## src/sv/rcm_pkg.sv

```systemverilog
// Shared types, codes and constants for the raised-cosine membership block.
// No dependencies; every other file imports this package.
package rcm_pkg;

	// Number formats
	localparam int VALUE_WIDTH   = 32;
	localparam int OUT_FRAC_BITS = 16;
	localparam int PHASE_BITS    = 16;
	localparam int OUT_WIDTH     = OUT_FRAC_BITS + 1;

	localparam logic [OUT_WIDTH-1:0] OUT_ONE = OUT_WIDTH'(1) << OUT_FRAC_BITS;

	// Kind codes
	localparam logic [1:0] KIND_VALUE   = 2'd0;
	localparam logic [1:0] KIND_MISSING = 2'd1;
	localparam logic [1:0] KIND_NAN     = 2'd2;
	localparam logic [1:0] KIND_UNUSED  = 2'd3;

	// Register indexes
	localparam int CFG_INDEX_WIDTH = 3;
	localparam logic [2:0] REG_LEFT_EDGE       = 3'd0;
	localparam logic [2:0] REG_LEFT_TOP        = 3'd1;
	localparam logic [2:0] REG_RIGHT_TOP       = 3'd2;
	localparam logic [2:0] REG_RIGHT_EDGE      = 3'd3;
	localparam logic [2:0] REG_LEFT_UNBOUNDED  = 3'd4;
	localparam logic [2:0] REG_RIGHT_UNBOUNDED = 3'd5;

	// Cosine series constants: pi in Q30 and the Horner divisors
	localparam logic [31:0] PI_Q30 = 32'd3373259426;
	localparam int HORNER_STEPS = 6;
	localparam logic [7:0] HORNER_DIV [HORNER_STEPS] =
		'{8'd132, 8'd90, 8'd56, 8'd30, 8'd12, 8'd2};
	// floor(2^32 / k), so that m*R >> 32 is floor(m/k) or one less
	localparam logic [31:0] HORNER_RECIP [HORNER_STEPS] = '{
		32'((64'd1 << 32) / 64'd132), 32'((64'd1 << 32) / 64'd90),
		32'((64'd1 << 32) / 64'd56),  32'((64'd1 << 32) / 64'd30),
		32'((64'd1 << 32) / 64'd12),  32'((64'd1 << 32) / 64'd2)};

	// Pipeline shape of the back end
	localparam int ST_FOLD = PHASE_BITS + 1;
	localparam int ST_ANG  = ST_FOLD + 1;
	localparam int ST_SQR  = ST_ANG + 1;
	localparam int ST_OUT  = ST_SQR + 4 * HORNER_STEPS + 1;
	localparam int NSTG    = ST_OUT + 1;

	// Queue between front and back
	localparam int QUEUE_DEPTH = 4;
	localparam int QPTR_WIDTH  = $clog2(QUEUE_DEPTH);

	typedef struct packed {
		logic signed [VALUE_WIDTH-1:0] sample_value;
		logic [1:0]                    missing_kind;
	} sample_t;

	typedef struct packed {
		logic [OUT_WIDTH-1:0] membership;
		logic [1:0]           result_kind;
	} result_t;

	typedef struct packed {
		logic signed [VALUE_WIDTH-1:0] left_edge;
		logic signed [VALUE_WIDTH-1:0] left_top;
		logic signed [VALUE_WIDTH-1:0] right_top;
		logic signed [VALUE_WIDTH-1:0] right_edge;
		logic                          left_unbounded;
		logic                          right_unbounded;
	} cfg_t;

	// Classification carried alongside a request
	typedef struct packed {
		logic [1:0]           kind;
		logic                 on_edge;
		logic [OUT_WIDTH-1:0] direct;
	} job_t;

	typedef struct packed {
		job_t                   job;
		logic [VALUE_WIDTH-1:0] distance;
		logic [VALUE_WIDTH-1:0] width;
	} work_t;

endpackage

```

## src/sv/rcm_queue.sv

```systemverilog
// Short request queue between the front end and the back end pipeline.
// Depends on rcm_pkg.
module rcm_queue (
	input  logic           clk,
	input  logic           arst_n,
	input  logic           push,
	input  rcm_pkg::work_t push_item,
	output logic           full,
	input  logic           pop,
	output logic           empty,
	output rcm_pkg::work_t head
);
	import rcm_pkg::*;

	work_t                 mem_q [QUEUE_DEPTH];
	logic [QPTR_WIDTH-1:0] wr_q, rd_q;
	logic [QPTR_WIDTH:0]   count_q;

	assign full  = count_q == (QPTR_WIDTH+1)'(QUEUE_DEPTH);
	assign empty = count_q == '0;
	assign head  = mem_q[rd_q];

	// Pointers and fill count
	always_ff @(posedge clk or negedge arst_n) begin
		if (!arst_n) begin
			wr_q    <= '0;
			rd_q    <= '0;
			count_q <= '0;
		end else begin
			if (push) wr_q <= wr_q + 1'b1;
			if (pop)  rd_q <= rd_q + 1'b1;
			if (push && !pop)      count_q <= count_q + 1'b1;
			else if (pop && !push) count_q <= count_q - 1'b1;
		end
	end

	// Storage
	always_ff @(posedge clk) begin
		if (push) mem_q[wr_q] <= push_item;
	end

endmodule

```

## config.mk

```make
export PLATFORM = sky130hd
export DESIGN_NAME = rcm_queue
export DESIGN_NICKNAME = d
export VERILOG_FILES = /design/src/sv/rcm_pkg.sv /design/src/sv/rcm_queue.sv
export SDC_FILE = /design/constraint.sdc
export NUM_CORES = 1
export LEC_CHECK = 0
export BUFFER_PORTS_ARGS = -buffer_cell sky130_fd_sc_hd__buf_4
export CAP_MARGIN = 40
export CORE_MARGIN = 3
export CORE_UTILIZATION = 64
export CTS_BUF_LIST = sky130_fd_sc_hd__clkbuf_8
export DETAILED_ROUTE_END_ITERATION = 6
export GPL_ROUTABILITY_DRIVEN = 0
export PLACE_DENSITY = 0.88
export REMOVE_ABC_BUFFERS = 1
export SKIP_CTS_REPAIR_TIMING = 1
export SYNTH_ARGS = -nofsm -noshare
export SYNTH_HDL_FRONTEND = slang
export SYNTH_SLANG_ARGS = --single-unit
```

## constraint.sdc

```tcl
create_clock -name clk -period 6.8 [get_ports clk]
set_input_delay 1.36 -clock clk [delete_from_list [all_inputs] [get_ports clk]]
set_output_delay 1.36 -clock clk [all_outputs]
set_load 0.01 [all_outputs]
```

Word level (Yosys, flattened, before mapping):

Memories as Yosys holds them, arrays and structs flattened.
Cells that the tools add are included.
W data, S select, Z words.

* register bits: 7
* latch bits: 0
* RAM bits: 336
* bits in read-only memories: 0
* input bits: 88
* output and inout bits: 86
* memories kept: 1

Memory list
* mem_q: depth 4, bits a word 84, rd ports 1, clocked after memory_dff 0, write ports 1, RTL line rcm_queue.sv:15 `work_t mem_q [QUEUE_DEPTH];`

* $add $sub $neg: 4
* multipliers: 0
* divide/modulo/power cells: 0
* magnitude comparators: 0
* equality and inequality tests: 1
* shifts and indexed selects: 0
* mux-type cells: 4
* bitwise gates (word level): 0
* reductions and logical operators: 6

Operator list (count)
* $mux W3: 2
* $add A2 B1 Y2 const B: 2
* $add A3 B1 Y3 const B: 1
* $eq A3 B3 Y1 const B: 1
* $logic_not A3 Y1: 1
* $sub A3 B1 Y3 const B: 1
* $logic_and A1 B1 Y1: 2
* $logic_not A1 Y1: 2
* $mux W1: 2
* $reduce_bool A2 Y1: 1

Logic depth before layout (Yosys ltp):

* word-level depth: 4
* mapped depth: 7

Least setup slack after synthesis:

No wires, ideal clock.

* kind: input to register
* from: input push
* to: memory mem_q[1][0] (netlist name), enable pin
* arrival: 3.312 ns
* required time: 6.349 ns
* path slack: 3.036 ns
* stages: 1
* path buffers: 0
* cells stage by stage: and2_1

* word-level cells in the longest chain between the ends: 2

Ends and longest elaborated chain
* from (decl): RTL line rcm_queue.sv:6 `input logic push,`
* $mux W1: RTL line rcm_queue.sv:39 `if (push) mem_q[wr_q] <= push_item;`
* $mux W1 (implied by the code): RTL line rcm_queue.sv:39
* to (decl): RTL line rcm_queue.sv:15

Every way passes these cells.

==> out/metrics.yaml <==
grt_pass1_wl_um: 35400
crit_buf_inv: 3
core_area_um2: 19000
die_area_um2: 21300
io-pin-count: 174
clkPwrFrac_pct: 22.5
seq_area_um2: 10300
path_cells: "buf_4 > buf_16 > mux4_2 > buf_4"
grt_most_used_layer: "met2"
start_kind: "flop"
initial_utilization_pct: 66.0
synth_top_area_share_pct: 80.4
p_sw_share_pct: 28.5
synthMuxAreaShare_pct: 15.2
cts_buffers: 50
wl_per_cell_um: 22.9
first_global_vias: 6219
finalCritPeriodShare_pct: 63.9
cpMaxStageDelayCell: "dfrtp_4"
finalWirelength_um: 22500
hold_depth: 1
hold_end: "count_q[2]"
synth_area_um2: 12600
r2r_start: "wr_q[0]"
synth-compound-area-share_pct: 0.0399
antenna_found_initial: 1
ys_seq_elements: 343
clock_latency_ns: 0.56
cap_violations: 0
pre_cts_ws_ns: 2.98
ys_warn_count: 0
path_common_cell: "buf_4"
final_cell_mix: "edfxtp_1, buf_4, mux4_2"
port_buffers: 173
die_y_um: 146
synth_area_leader_cell: "edfxtp_1"
drt_iter0_drc: 407
synth_cells: 473
synth_xor_area_share_pct: 0.419
fin_skew_ns: 0.0245
syn_to_final_growth_pct: 19.1
use_met3_pct: 5.99
endpoint_kind: "output pin"
rsz0062_at_grt: "no"
syn_avg_cell_area_um2: 26.5
final_common_cell: "edfxtp_1"
vias: 5633
rows: 50
drtAntennaViolNets: 0
clk_pin_slew_ns: 0.06
setup_viol_count_final: 0
cp_slowest_stage_delay_ns: 0.91
cts_tree: "built"
p_int_mw: 4.49
clock_sinks: 343
nets: 780
die_w_um: 146
cp_max_fo: 39
grt.overflow.total: 0
cts_root_buf: "clkbuf_8"
fillCellCount: 962
crit_type: "flop to output pin"
first_pass_iters: 4
hp-start: "count_q[2]"
grt_use_met1_pct: 30.2
period_needed_ns: 4.35
met2_usage_pct: 34.1
hold_slack_ns: 0.522
sequentialPowerShare_pct: 47.3
crit_arrival_ns: 2.99
h-tree-depth: 2
multi_input_area_um2: 2100
drc: 0
reg2reg_slack_ns: 4.48
grt_usage_pct: 21.6
reg2reg_to: "mem_q[0][20]"
crit_family: "flip-flops"
slew_violations: 0
grt_max_degree: 58
placed_cell_area_um2: 14100
dp_hpwl_um: 13700
setup_slack_ns: 2.45
power_density_nw_per_um2: 421
power_leakage_nw: 5.18
worst_slew_pin_slew_ns: 0.819
synth_cell_types: 20
status: "complete, no violations"
cts_buffer_depth: 3
ir_drop_mv: 0.344
p_switching_mw: 1.79
synth_top_family_by_area: "multiplexers"
setup_tns_ns: 0
slew_headroom_pct: 45.4
holdCritPathClass: "flop to flop"
hold_viol: 0
post-route-cell-area_um2: 14900
worst_ep_required_time_ns: 5.44
p_comb_share_pct: 30.2
r2r_cells: 4
total_power_mw: 6.29
via_per_inst: 5.75
synth-seq-area-share_pct: 81.8
synthTopCellsByArea: "edfxtp_1, mux4_2, dfrtp_1, buf_12, ha_1"
synth_fa_ha_area_share_pct: 0.658
max_freq_mhz: 230
synthSimpleGateAreaFrac_pct: 0.389
drive_above_1_share_pct: 45.3
## cell usage after synthesis (all sizes together)
cell	n
mux4	84
edfxtp	336
nor3	1
xor2	4
mux2	1
o21ai	1
and2	4
buf	19
nor3b	1
nand2	2
ha	5
xnor2	2
fa	1
nor2	1
inv	4
dfrtp	7
## cell type report
class                      count  area share, %
multi-input combinational    107           14.1
sequential                   343           68.7
timing repair buffer         180           9.17
antenna                        1         0.0167
tap                          260           2.18
inverter                       4          0.100
clock buffer                  50           4.60
clock inverter                35           1.15
## cells by family after synthesis
logic type,count (synthesis)
DFF,343
buffers and inverters,23
adders and majority gates,6
xor gates and xnor gates,6
AOI/OAI and AO/OA,1
muxes,85
and+or+nand+nor,9
## through the flow
| stage | util [%] | cells |
|---|---|---|
| 2_1_floorplan | - | 454 |
| 3_3_place_gp | 73.9 | 893 |
| 3_5_place_dp | 74.1 | 894 |
| 4_1_cts | 78.6 | 979 |
| 5_1_grt | 78.6 | 980 |
| 6_report | 78.6 | 980 |
## sequential cells by signal, summed over array words and instances (netlist names)
register	cells
count_q	3
mem_q	336
rd_q	2
wr_q	2
## power groups by stage
stage,registers (mW),logic (mW),clock network (mW)
2_1_floorplan,3.07,1.05,0
3_3_place_gp,2.98,1.87,0
3_5_place_dp,3.02,1.92,0
4_1_cts,2.98,1.94,1.45
5_1_grt,3.02,2.03,1.54
6_report,2.97,1.90,1.42
## layer usage
layer,share of wire [%],vias up
met5,0,-
met4,2.0,0
met3,9.3,36
met2,50,285
met1,39,2851
li1,-,2461
## worst max path at each step
| stage | start | end | depth (start not counted) |
|---|---|---|---|
| after floorplan | rd_q[0] | head[0] | 1 |
| after global placement | rd_q[0] | head[75] | 3 |
| after detailed placement | rd_q[0] | head[12] | 4 |
| after CTS | rd_q[0] | head[12] | 4 |
| after global routing | rd_q[0] | head[12] | 4 |
| final | rd_q[0] | head[12] | 4 |
Power figures use the tool's default switching activity.
