<file path="src/sv/rcm_pkg.sv">
// Shared types, codes and constants for the raised-cosine membership block.
// No dependencies; every other file imports this package.
package rcm_pkg;

	// Number formats
	localparam int VALUE_WIDTH   = 32;
	localparam int OUT_FRAC_BITS = 16;
	localparam int PHASE_BITS    = 16;
	localparam int OUT_WIDTH     = OUT_FRAC_BITS + 1;

	localparam logic [OUT_WIDTH-1:0] OUT_ONE = OUT_WIDTH'(1) << OUT_FRAC_BITS;

	// Kind codes
	localparam logic [1:0] KIND_VALUE   = 2'd0;
	localparam logic [1:0] KIND_MISSING = 2'd1;
	localparam logic [1:0] KIND_NAN     = 2'd2;
	localparam logic [1:0] KIND_UNUSED  = 2'd3;

	// Register indexes
	localparam int CFG_INDEX_WIDTH = 3;
	localparam logic [2:0] REG_LEFT_EDGE       = 3'd0;
	localparam logic [2:0] REG_LEFT_TOP        = 3'd1;
	localparam logic [2:0] REG_RIGHT_TOP       = 3'd2;
	localparam logic [2:0] REG_RIGHT_EDGE      = 3'd3;
	localparam logic [2:0] REG_LEFT_UNBOUNDED  = 3'd4;
	localparam logic [2:0] REG_RIGHT_UNBOUNDED = 3'd5;

	// Cosine series constants: pi in Q30 and the Horner divisors
	localparam logic [31:0] PI_Q30 = 32'd3373259426;
	localparam int HORNER_STEPS = 6;
	localparam logic [7:0] HORNER_DIV [HORNER_STEPS] =
		'{8'd132, 8'd90, 8'd56, 8'd30, 8'd12, 8'd2};
	// floor(2^32 / k), so that m*R >> 32 is floor(m/k) or one less
	localparam logic [31:0] HORNER_RECIP [HORNER_STEPS] = '{
		32'((64'd1 << 32) / 64'd132), 32'((64'd1 << 32) / 64'd90),
		32'((64'd1 << 32) / 64'd56),  32'((64'd1 << 32) / 64'd30),
		32'((64'd1 << 32) / 64'd12),  32'((64'd1 << 32) / 64'd2)};

	// Pipeline shape of the back end
	localparam int ST_FOLD = PHASE_BITS + 1;
	localparam int ST_ANG  = ST_FOLD + 1;
	localparam int ST_SQR  = ST_ANG + 1;
	localparam int ST_OUT  = ST_SQR + 4 * HORNER_STEPS + 1;
	localparam int NSTG    = ST_OUT + 1;

	// Queue between front and back
	localparam int QUEUE_DEPTH = 4;
	localparam int QPTR_WIDTH  = $clog2(QUEUE_DEPTH);

	typedef struct packed {
		logic signed [VALUE_WIDTH-1:0] sample_value;
		logic [1:0]                    missing_kind;
	} sample_t;

	typedef struct packed {
		logic [OUT_WIDTH-1:0] membership;
		logic [1:0]           result_kind;
	} result_t;

	typedef struct packed {
		logic signed [VALUE_WIDTH-1:0] left_edge;
		logic signed [VALUE_WIDTH-1:0] left_top;
		logic signed [VALUE_WIDTH-1:0] right_top;
		logic signed [VALUE_WIDTH-1:0] right_edge;
		logic                          left_unbounded;
		logic                          right_unbounded;
	} cfg_t;

	// Classification carried alongside a request
	typedef struct packed {
		logic [1:0]           kind;
		logic                 on_edge;
		logic [OUT_WIDTH-1:0] direct;
	} job_t;

	typedef struct packed {
		job_t                   job;
		logic [VALUE_WIDTH-1:0] distance;
		logic [VALUE_WIDTH-1:0] width;
	} work_t;

endpackage

</file>
<file path="src/sv/rcm_front.sv">
// Front end: classifies a sample against the breakpoints and forms edge distance/width.
// Depends on rcm_pkg.
module rcm_front (
	input  rcm_pkg::sample_t sample,
	input  rcm_pkg::cfg_t    cfg,
	output rcm_pkg::work_t   work
);
	import rcm_pkg::*;

	logic below, above, rising, flat;
	logic [VALUE_WIDTH:0] d_rise, w_rise, d_fall, w_fall;

	// Signed order of sample and breakpoints
	assign below  = !cfg.left_unbounded && (sample.sample_value < cfg.left_edge);
	assign above  = !cfg.right_unbounded && (sample.sample_value > cfg.right_edge);
	assign rising = sample.sample_value < cfg.left_top;
	assign flat   = sample.sample_value <= cfg.right_top;

	// Distances are positive and fit VALUE_WIDTH bits wherever they are used
	assign d_rise = {cfg.left_top[VALUE_WIDTH-1], cfg.left_top}
		- {sample.sample_value[VALUE_WIDTH-1], sample.sample_value};
	assign w_rise = {cfg.left_top[VALUE_WIDTH-1], cfg.left_top}
		- {cfg.left_edge[VALUE_WIDTH-1], cfg.left_edge};
	assign d_fall = {sample.sample_value[VALUE_WIDTH-1], sample.sample_value}
		- {cfg.right_top[VALUE_WIDTH-1], cfg.right_top};
	assign w_fall = {cfg.right_edge[VALUE_WIDTH-1], cfg.right_edge}
		- {cfg.right_top[VALUE_WIDTH-1], cfg.right_top};

	// Region decision
	always_comb begin
		work.job.kind    = KIND_VALUE;
		work.job.on_edge = 1'b0;
		work.job.direct  = '0;
		work.distance    = d_rise[VALUE_WIDTH-1:0];
		work.width       = w_rise[VALUE_WIDTH-1:0];
		if (sample.missing_kind != KIND_VALUE) begin
			work.job.kind = (sample.missing_kind == KIND_MISSING) ? KIND_MISSING : KIND_NAN;
		end else if (below || above) begin
			work.job.direct = '0;
		end else if (rising) begin
			if (cfg.left_unbounded) begin
				work.job.direct = OUT_ONE;
			end else begin
				work.job.on_edge = 1'b1;
			end
		end else if (flat) begin
			work.job.direct = OUT_ONE;
		end else if (cfg.right_unbounded) begin
			work.job.direct = OUT_ONE;
		end else begin
			work.job.on_edge = 1'b1;
			work.distance    = d_fall[VALUE_WIDTH-1:0];
			work.width       = w_fall[VALUE_WIDTH-1:0];
		end
	end

endmodule

</file>
<file path="config.mk">
export PLATFORM = sky130hd
export DESIGN_NAME = rcm_front
export DESIGN_NICKNAME = d
export VERILOG_FILES = /design/src/sv/rcm_pkg.sv /design/src/sv/rcm_front.sv
export SDC_FILE = /design/constraint.sdc
export NUM_CORES = 1
export LEC_CHECK = 0
export ABC_AREA = 1
export CAP_MARGIN = 20
export CORE_MARGIN = 2
export CORE_UTILIZATION = 30
export DETAILED_ROUTE_END_ITERATION = 10
export DONT_BUFFER_PORTS = 1
export PLACE_DENSITY = 0.4
export SYNTH_ARGS = -nofsm -noshare
export SYNTH_HDL_FRONTEND = slang
export SYNTH_SLANG_ARGS = --single-unit
</file>
<file path="constraint.sdc">
create_clock -name vclk -period 3.9
set_clock_uncertainty 0.1 [all_clocks]
set_input_delay 0.78 -clock vclk [all_inputs]
set_output_delay 0.78 -clock vclk [all_outputs]
set_load 0.02 [all_outputs]
</file>
### Yosys cells after proc, flatten, opt, wreduce, memory -nomap -nowiden

Cells that the tools add are included.

* output and inout bits: 84
* word-level logic and storage cells: 31
* input bits: 164
* register bits: 0

* $lt $le $gt $ge: 4
* reductions and logical operators: 6
* muxes and demuxes: 16
* add/subtract/negate cells: 4
* equal/unequal tests: 1

Operator list (count)
* 2-to-1 mux 64 bit: 4
* subtractor 32 bit: 4
* 2-to-1 mux 82 bit: 1
* 2-to-1 mux 17 bit: 4
* < comparator 32 bit: 2
* > comparator 32 bit: 1
* <= comparator 32 bit: 1
* 2-to-1 mux 18 bit: 1
* 2-to-1 mux 1 bit: 4
* 2-to-1 mux 2 bit: 2
* equality test 2 x 1 -> 1 bit (second input constant): 1
* logical AND 1 bit: 2
* logical NOT 1 bit: 2
* nonzero test 2 bit: 1
* logical OR 1 bit: 1

### Longest topological paths before layout

Gate-level depths: netlist of run 1.

* word-level depth: 6
* depth in mapped cells: 21
* gate-level depth less buffers: 21

### Worst setup path after synthesis of run 1

No wires, ideal clock.

* path type: input to output
* start: in cfg[66] (netlist bit)
* end: out work[0] (netlist bit)
* arrival: 3188 ps
* slack: -168 ps
* path buffers: 1
* data required time: 3020 ps
* stages on the path: 16
* path through: inv_1 > ha_1 > fa_1 > nand3b_1 > nand2_1 > nand2_1 > nand2_1 > nand2_1 > nand2_2 > nand2_2 > a21oi_2 > nor2_4 > nor2_4 > nand3_4 > clkbuf_1 > o21ai_0

RTL lines
* start, declared: line rcm_front.sv:5 `input rcm_pkg::cfg_t cfg,`
* end, declared: line rcm_front.sv:6 `output rcm_pkg::work_t work`

==> impl_metrics.toml, run 1 <==
[run_status]
run_status = "finished, violations left"
violations = "setup timing"

[placement]
dpl_cell_area_mm2 = 0.01288
dp_slack_ps = -241.6
gp_congestion = 0.9394
dpl.hpwl_um = 43910
io_buffers = 0

[floorplanning]
start_util_pct = 30.25
fp.dieW_um = 187.4
ios = 248
std_cell_rows = 67
dieArea_mm2 = 0.03513
core_mm2 = 0.03336
fp.dieH_um = 187.4

[timing]
fin_setup_tns_ps = -767.7
rsz0062_at_grt = "true"
maxSlewViolCount = 0
max_clock_freq_ghz = 0.2521
holdWs_ps = 1460
final-setup-viol-count = 25
hold_viol_final = 0
relSlewSlack_pct = 54.01
worst_slack_ps = -67.01
min_period_ps = 3967
tightestPinTransition_ps = 684.9
period_share_pct = 101.7

[routing]
vias = 12610
via_per_inst = 4.967
first_pass_iters = 5
post_drt_wl_per_cell_um = 19.29
antenna_left = 0
drc = 0
drt_iter0_drc = 607
routed_wl_um = 48970

[worst_setup_path]
worstPathRequired_ps = 3020
critPathMaxFanout = 8
crit_path_max_incr_delay_ps = 330
crit_arrival_ps = 3090
cp-endpoint = "work[27]"
setup.worst_path.end_class = "output pin"
crit_top_cell = "nand2_2"
cp_slowest_cell = "fa_2"
start_kind = "input port"
critical_path_class = "input port to output pin"
worstSetupStartpoint = "cfg[66]"
worstPathCellList = "inv_12 -> ha_4 -> fa_2 -> nand3b_1 -> nand2_2 -> nand2_2 -> nand2_2 -> nand2_2 -> nand2_4 -> nand2_4 -> a21oi_4 -> nor2_4 -> nor2_4 -> nand3_4 -> buf_12 -> buf_12 -> buf_12 -> o21ai_2 -> buf_6"

[synth]
syn_area_mm2 = 0.01009
synth_common_cells = "nand2_1 (480), inv_1 (269), ha_1 (189)"
yosysMostFrequentCell = "nand2_1"
ys_top_cells_by_area = "ha_1 (23%), nand2_1 (18%), inv_1 (10%)"
ys_types = 47
yosysWarnings = 0
synthCells = 1796
yosysSeqAreaShare_pct = 0
syn_area_per_cell_um2 = 5.620
synthDominantCellAreaShare_pct = 23.43
netlist.top_cell.by_area = "ha_1"

[global_route]
grt_antenna_before_repair = 0
grt_usage_pct = 26.68
grt.overflow.total = 0
grt_pass1_vias = 12730
grt_max_degree = 16
grt_pass1_wl_um = 71880

[min_path]
holdCritPathClass = "input port to output pin"

[finish]
drive_gt1_share_pct = 26.40
seq_area_um2 = 0
nNetsFinal = 2450
finish.utilization_pct = 43.14
clock_buffers = 0
flops_and_latches = 0
final_area_mm2 = 0.01439
syn2layout_area_growth_pct = 42.61
antenna_cells = 0

[pwr]
leakage_nw = 7.517
peakVddDrop_v = 0.00008257
cellPowerDensity_mw_per_mm2 = 211.6

[clock_tree]
holdBufCountCts = 0

[flow_run]
max-cap-violations = 0
## final cells by class
cell class	count	area, um2
fillers	3759	18970
inverters	275	1057
multi-input cells	1506	10050
well taps	448	560.5
repair buffers	310	2728
## per-layer routing
metal  up-vias  part of all wire [%]  track usage (%)
li1       6433                     -                -
met1      5850                    47            35.99
met3        53                   3.3            1.726
met5         -                     0                0
met2       276                    47            46.58
met4         0                   2.3            5.815
## worst min path at each step
stage | slack (ps) | startpoint | depth (start not counted) | to
after floorplan | 1540 | sample[1] | 1 | work[82]
after global placement | 1460 | sample[1] | 0 | work[83]
after detailed placement | 1460 | sample[1] | 0 | work[83]
after CTS | 1460 | sample[1] | 0 | work[83]
after global routing | 1460 | sample[1] | 0 | work[83]
final | 1460 | sample[1] | 0 | work[83]
## cell families after synthesis
family | Yosys count | share of synthesized area [%]
fa+ha+maj | 193 | 24.22
buf+inv | 305 | 12.25
compound gates | 374 | 20.60
other cells | 1 | 0.03715
xor+xnor | 114 | 9.892
simple gates | 809 | 33.00
## cells in the final DEF, fill, tap and decap left out, types with 13 or more instances in the layout
master,Yosys,routed
buf_4,16,254
a21oi_1,188,168
nor2_2,4,14
inv_2,6,16
nor2_1,188,173
nand2_2,3,58
nand3_1,64,59
ha_4,0,15
conb_1,1,16
nand2_1,480,407
o21ai_2,2,20
xor2_1,62,55
nand4_1,16,16
a21o_1,17,17
a21oi_2,10,18
inv_1,269,255
nor3_1,26,23
o21bai_1,13,13
ha_1,189,171
o21ai_4,0,18
buf_6,3,36
xnor2_1,52,49
nand2_4,0,18
o21ai_0,102,60
## worst max-delay path, delay by kind of cell
| kind | cells | cell delay, ps |
|---|---|---|
| adder cells (fa/ha/maj) | 2 | 470 |
| buffers and inverters | 5 | 610 |
| AND/OR/NAND/NOR | 10 | 900 |
| AO/OA/AOI/OAI | 2 | 310 |
## timing repair
action / CTS / global route
setup buffers: 12 / 10
pin swaps: 28 / 40
setup endpoints to repair: 66 / 66
gates resized for setup: 179 / 134
gates cloned: 5 / 1
## stage by stage
step	power (W)	cells
2_1_floorplan	0.001574	1811
3_3_place_gp	0.002677	2515
3_5_place_dp	0.002666	2515
4_1_cts	0.002859	2529
5_1_grt	0.003279	2539
6_report	0.003045	2539
## report_power, final
part           switching, W  internal, W
Combinational       0.00180      0.00124
Clock                     0            0
Sequential                0            0
No activity file was read; power rests on OpenSTA's default activity.
==> run 2, diff against run 1 <==
==> constraint.sdc (replaced) <==
create_clock -name vclk -period 3.7
set_clock_uncertainty 0.1 [all_clocks]
set_input_delay 0.74 -clock vclk [all_inputs]
set_output_delay 0.74 -clock vclk [all_outputs]
set_load 0.02 [all_outputs]
==> run 2 against run 1 <==
  * The flow still finishes with violations (setup timing)
  * Combinational power rose by 16%
  * Sequential share of layout area did not move
  * Global-route usage is 0.15 points lower
  * Power grew 17%
  * Wire length rose by 0.25%
  * Worst hold slack worse by 80 ps
  * Count of clock-buffer cells in the layout did not move
  * Critical path depth shrank 2
  * Final area is 12% higher
  * Critical endpoint is now work[50]
==> impl_metrics.toml, run 2 (synthesis gave the netlist of run 1 again) <==
[routing]
via_per_inst = 4.944
drt_iter0_drc = 552
post_drt_wl_per_cell_um = 18.72
antenna_left = 0
first_pass_iters = 5
drc = 0
vias = 12970
routed_wl_um = 49090

[placement]
dpl.hpwl_um = 42790
dp_slack_ps = -337.5
io_buffers = 0
gp_congestion = 0.9425

[global_route]
grt_usage_pct = 26.53
grt_max_degree = 16
grt_antenna_before_repair = 0
grt_pass1_wl_um = 71830
grt.overflow.total = 0
grt_pass1_vias = 13100

[finish]
mostFrequentLayoutCells = "nand2_1 (363), buf_4 (333), inv_1 (241), nor2_1 (168), ha_1 (153)"
fillerInstances = 3579
drive_gt1_share_pct = 35.26
antenna_cells = 0
flops_and_latches = 0
syn2layout_area_growth_pct = 59.56
clock_buffers = 0
nNetsFinal = 2534
seq_area_um2 = 0
mostFrequentLayoutCell = "nand2_1"

[timing]
min_period_ps = 3850
hold_viol_final = 0
max_clock_freq_ghz = 0.2598
rsz0062_at_grt = "true"
tightestPinTransition_ps = 605.4
period_share_pct = 104.0
worst_slack_ps = -149.8
relSlewSlack_pct = 59.50
final-setup-viol-count = 60
maxSlewViolCount = 0
fin_setup_tns_ps = -4490

[floorplanning]
fp.dieH_um = 187.4
start_util_pct = 30.25
ios = 248
fp.dieW_um = 187.4
std_cell_rows = 67
dieArea_mm2 = 0.03513
core_mm2 = 0.03336

[min_path]
min_path_cells = 0
holdCritPathClass = "input port to output pin"
worstHoldEndpoint = "work[83]"
hp-start = "sample[1]"

[worst_setup_path]
critPathMaxFanout = 7
critical_path_class = "input port to output pin"
crit_arrival_ps = 3010
worstSetupStartpoint = "cfg[29]"
start_kind = "input port"
worstPathRequired_ps = 2860
setup.worst_path.end_class = "output pin"

[run_status]
violations = "setup timing"
run_status = "finished, violations left"

[pwr]
combPwrFrac_pct = 100.0
switching_share_pct = 57.72
cellPowerDensity_mw_per_mm2 = 220.5
p_switching_w = 0.002050
internal_power_w = 0.001501
clockPowerShare_pct = 0
leakage_nw = 8.071
peakVddDrop_v = 0.00009781
pwr-share-seq_pct = 0

[flow_run]
max-cap-violations = 0
[run 2: changes by cell type in the layout (fill, tap and decap cells not counted), sizes merged]
cell,delta
buf,+84
[run 2: stage by stage]
stage	util (%)	power, W	cells	cell area, um2	hold WS [ps]
3_5_place_dp	40.78	0.002949	2597	13610	1380
6_report	48.27	0.003551	2623	16110	1381
4_1_cts	43.85	0.003213	2612	14630	1380
5_1_grt	48.27	0.003821	2623	16110	1381
2_1_floorplan	-	0.001720	1811	10470	1460
3_3_place_gp	40.78	0.002951	2597	13610	1380
[run 2: repair_timing]
item / CTS / global route
gates cloned: 9 / 1
resized for setup: 193 / 305
hold buffers: 0 / 0
pin swaps: 38 / 83
setup endpoints to repair: 66 / 66
buffers inserted: 6 / 13
[run 2: cell type report]
class	instances	area [um2]	area share, %
Timing Repair Buffer	394	3413	21.19
Multi-Input combinational cell	1506	11050	68.61
Inverter	275	1082	6.720
Tap cell	448	560.5	3.480
[run 2: worst max-delay path by stage]
stage,end,slack (ps),cells after the start
finish,work[50],-150,17
global route,work[50],-280,17
CTS,work[50],-200,20
detailed placement,work[13],-340,16
global placement,work[13],-320,16
floorplan,work[12],10,17
[run 2: critical path: stages]
cell and delay, ps:
inv_8 10, ha_4 250, nand4_1 160, nor3_4 280, and3_4 240, nand2_4 60, a21oi_4 160, nor2_4 60
nor2_1 100, buf_4 130, nand3_4 70, buf_12 160, buf_8 130, buf_16 160, nand2_4 70, o21ai_4 70
buf_6 150
[run 2: power by group through the flow]
stage                     registers, W  clock network (W)  logic (W)
after floorplan                      0                  0    0.00172
after detailed placement             0                  0    0.00295
after global placement               0                  0    0.00295
after global routing                 0                  0    0.00382
after CTS                            0                  0    0.00321
final                                0                  0    0.00355
[run 2: layer usage]
layer	track usage [%]	part of all wire (%)	wire length, um
met1	34.69	45	22170
met2	46.40	48	23410
met3	1.951	4.0	1966
met4	8.177	3.2	1548
met5	0	0	0
==> run 3, diff against run 2 <==
--- a/config.mk
+++ b/config.mk
@@ -6,12 +6,13 @@
 export NUM_CORES = 1
 export LEC_CHECK = 0
 export ABC_AREA = 1
+export BUFFER_PORTS_ARGS = -buffer_cell sky130_fd_sc_hd__buf_4
 export CAP_MARGIN = 20
 export CORE_MARGIN = 2
 export CORE_UTILIZATION = 30
 export DETAILED_ROUTE_END_ITERATION = 10
-export DONT_BUFFER_PORTS = 1
-export PLACE_DENSITY = 0.4
+export MAX_ROUTING_LAYER = met4
+export PLACE_DENSITY = 0.46
 export SYNTH_ARGS = -nofsm -noshare
 export SYNTH_HDL_FRONTEND = slang
 export SYNTH_SLANG_ARGS = --single-unit
==> run 3 against run 2 <==
  * The flow still finishes with violations (setup timing)
  * Count of clock-buffer cells in the layout is the same
  * First-iteration DRC count is 8.9% higher
  * Setup slack worse by 280 ps
  * Wire length rose by 10%
  * Via count increased by 13%
  * Flip-flop and latch count unchanged
  * Global-route usage is 3.1 points higher
  * Combinational power rose by 18%
  * Final cell count is 16% higher
==> impl_metrics.toml, run 3 (synthesis gave the netlist of run 1 again) <==
[run_status]
run_status = "finished, violations left"
violations = "setup timing"

[finish]
flops_and_latches = 0
seq_area_um2 = 0
nNetsFinal = 2953
antenna_cells = 0
syn2layout_area_growth_pct = 91.20
drive_gt1_share_pct = 44.83
mostFrequentLayoutCells = "buf_4 (689), nand2_1 (373), inv_1 (255), nor2_1 (166), ha_1 (147)"
mostFrequentLayoutCell = "buf_4"
fillerInstances = 3409
finish.utilization_pct = 57.84
clock_buffers = 0

[timing]
worst_slack_ps = -431.0
period_share_pct = 111.6
tightestPinTransition_ps = 559.0
rsz0062_at_grt = "true"
final-setup-viol-count = 66
relSlewSlack_pct = 62.46
holdWs_ps = 1598
maxSlewViolCount = 0
hold_viol_final = 0
min_period_ps = 4131
fin_setup_tns_ps = -19100
max_clock_freq_ghz = 0.2421

[routing]
antenna_left = 0
post_drt_wl_per_cell_um = 17.75
routed_wl_um = 53990
vias = 14680
via_per_inst = 4.827
drt_iter0_drc = 601
first_pass_iters = 5
drc = 0

[worst_setup_path]
cp-endpoint = "work[16]"
worstSetupStartpoint = "cfg[34]"
crit_arrival_ps = 3290
crit_family = "simple AND/OR/NAND/NOR gates"
worstPathCellList = "buf_6 -> buf_6 -> ha_4 -> inv_4 -> fa_2 -> nand3_2 -> nand2_2 -> nand2_2 -> nand2_2 -> nand2_2 -> nand2_2 -> nand2_4 -> nand2_2 -> nand2_2 -> nand4_4 -> nor2_4 -> nand3_4 -> buf_12 -> buf_16 -> buf_6 -> o21ai_4 -> buf_6"
critPathMaxFanout = 6
cp_slowest_cell = "fa_2"
start_kind = "input port"
crit_path_max_incr_delay_ps = 400
critical_path_class = "input port to output pin"
setup.worst_path.end_class = "output pin"
crit_top_cell = "nand2_2"
worstSetupPathDepth = 22
worstPathRequired_ps = 2860
crit_buf_inv = 7

[floorplanning]
core_mm2 = 0.03336
ios = 248
fp.dieW_um = 187.4
std_cell_rows = 67
start_util_pct = 30.25
dieArea_mm2 = 0.03513
fp.dieH_um = 187.4

[pwr]
leakage_nw = 10.18
cellPowerDensity_mw_per_mm2 = 216.5
peakVddDrop_v = 0.00009479
p_total_w = 0.004178

[global_route]
grt_usage_pct = 29.59
grt_max_degree = 19
grt_antenna_before_repair = 0
grt_pass1_vias = 14600
grt_pass1_wl_um = 78160
grt.overflow.total = 0

[placement]
dpl.hpwl_um = 45960
io_buffers = 232
gp_congestion = 0.9495
dp_slack_ps = -890.6

[min_path]
hp-start = "sample[1]"
holdCritPathClass = "input port to output pin"

[flow_run]
max-cap-violations = 0
## run 3: worst min path at each step
stage	to	slack, ps	depth (start not counted)
after floorplan	work[82]	1460	1
after global placement	work[83]	1600	2
after detailed placement	work[83]	1600	2
after CTS	work[83]	1600	2
after global routing	work[83]	1600	2
final	work[83]	1600	2
## run 3: where the power goes
group	switching [W]	internal, W	total [W]
registers	0	0	0
clock network	0	0	0
logic	0.00221	0.00197	0.00418
total	0.00221	0.00197	0.00418
## run 3: repair_timing
action	in CTS	in global routing
buffers inserted	9	17
endpoints found under the setup margin	66	66
gates resized for setup	228	248
hold buffers	0	0
endpoints found under the hold margin	0	0
pin swaps	30	68
cloned	11	6
## run 3: layout make-up
type,instances,area (um2),share of cell area [%]
inverter,275,1050,5.440
timing repair buffer,813,6903,35.77
tap,448,560.5,2.905
multi-input combinational,1506,10790,55.89
## run 3: routing by layer
metal | vias to the layer above | wire length [um] | track usage, %
met1 | 6799 | 24040 | 37.48
li1 | 7465 | - | -
met2 | 331 | 25910 | 51.26
met5 | - | 0 | -
met3 | 89 | 2179 | 1.764
met4 | 0 | 1857 | 7.480
## run 3: per-stage QoR
step	area (um2)	instances
finish	19300	3042
global route	19300	3042
CTS	17960	3023
detailed placement	16680	3003
global placement	16680	3003
floorplan	10470	1811
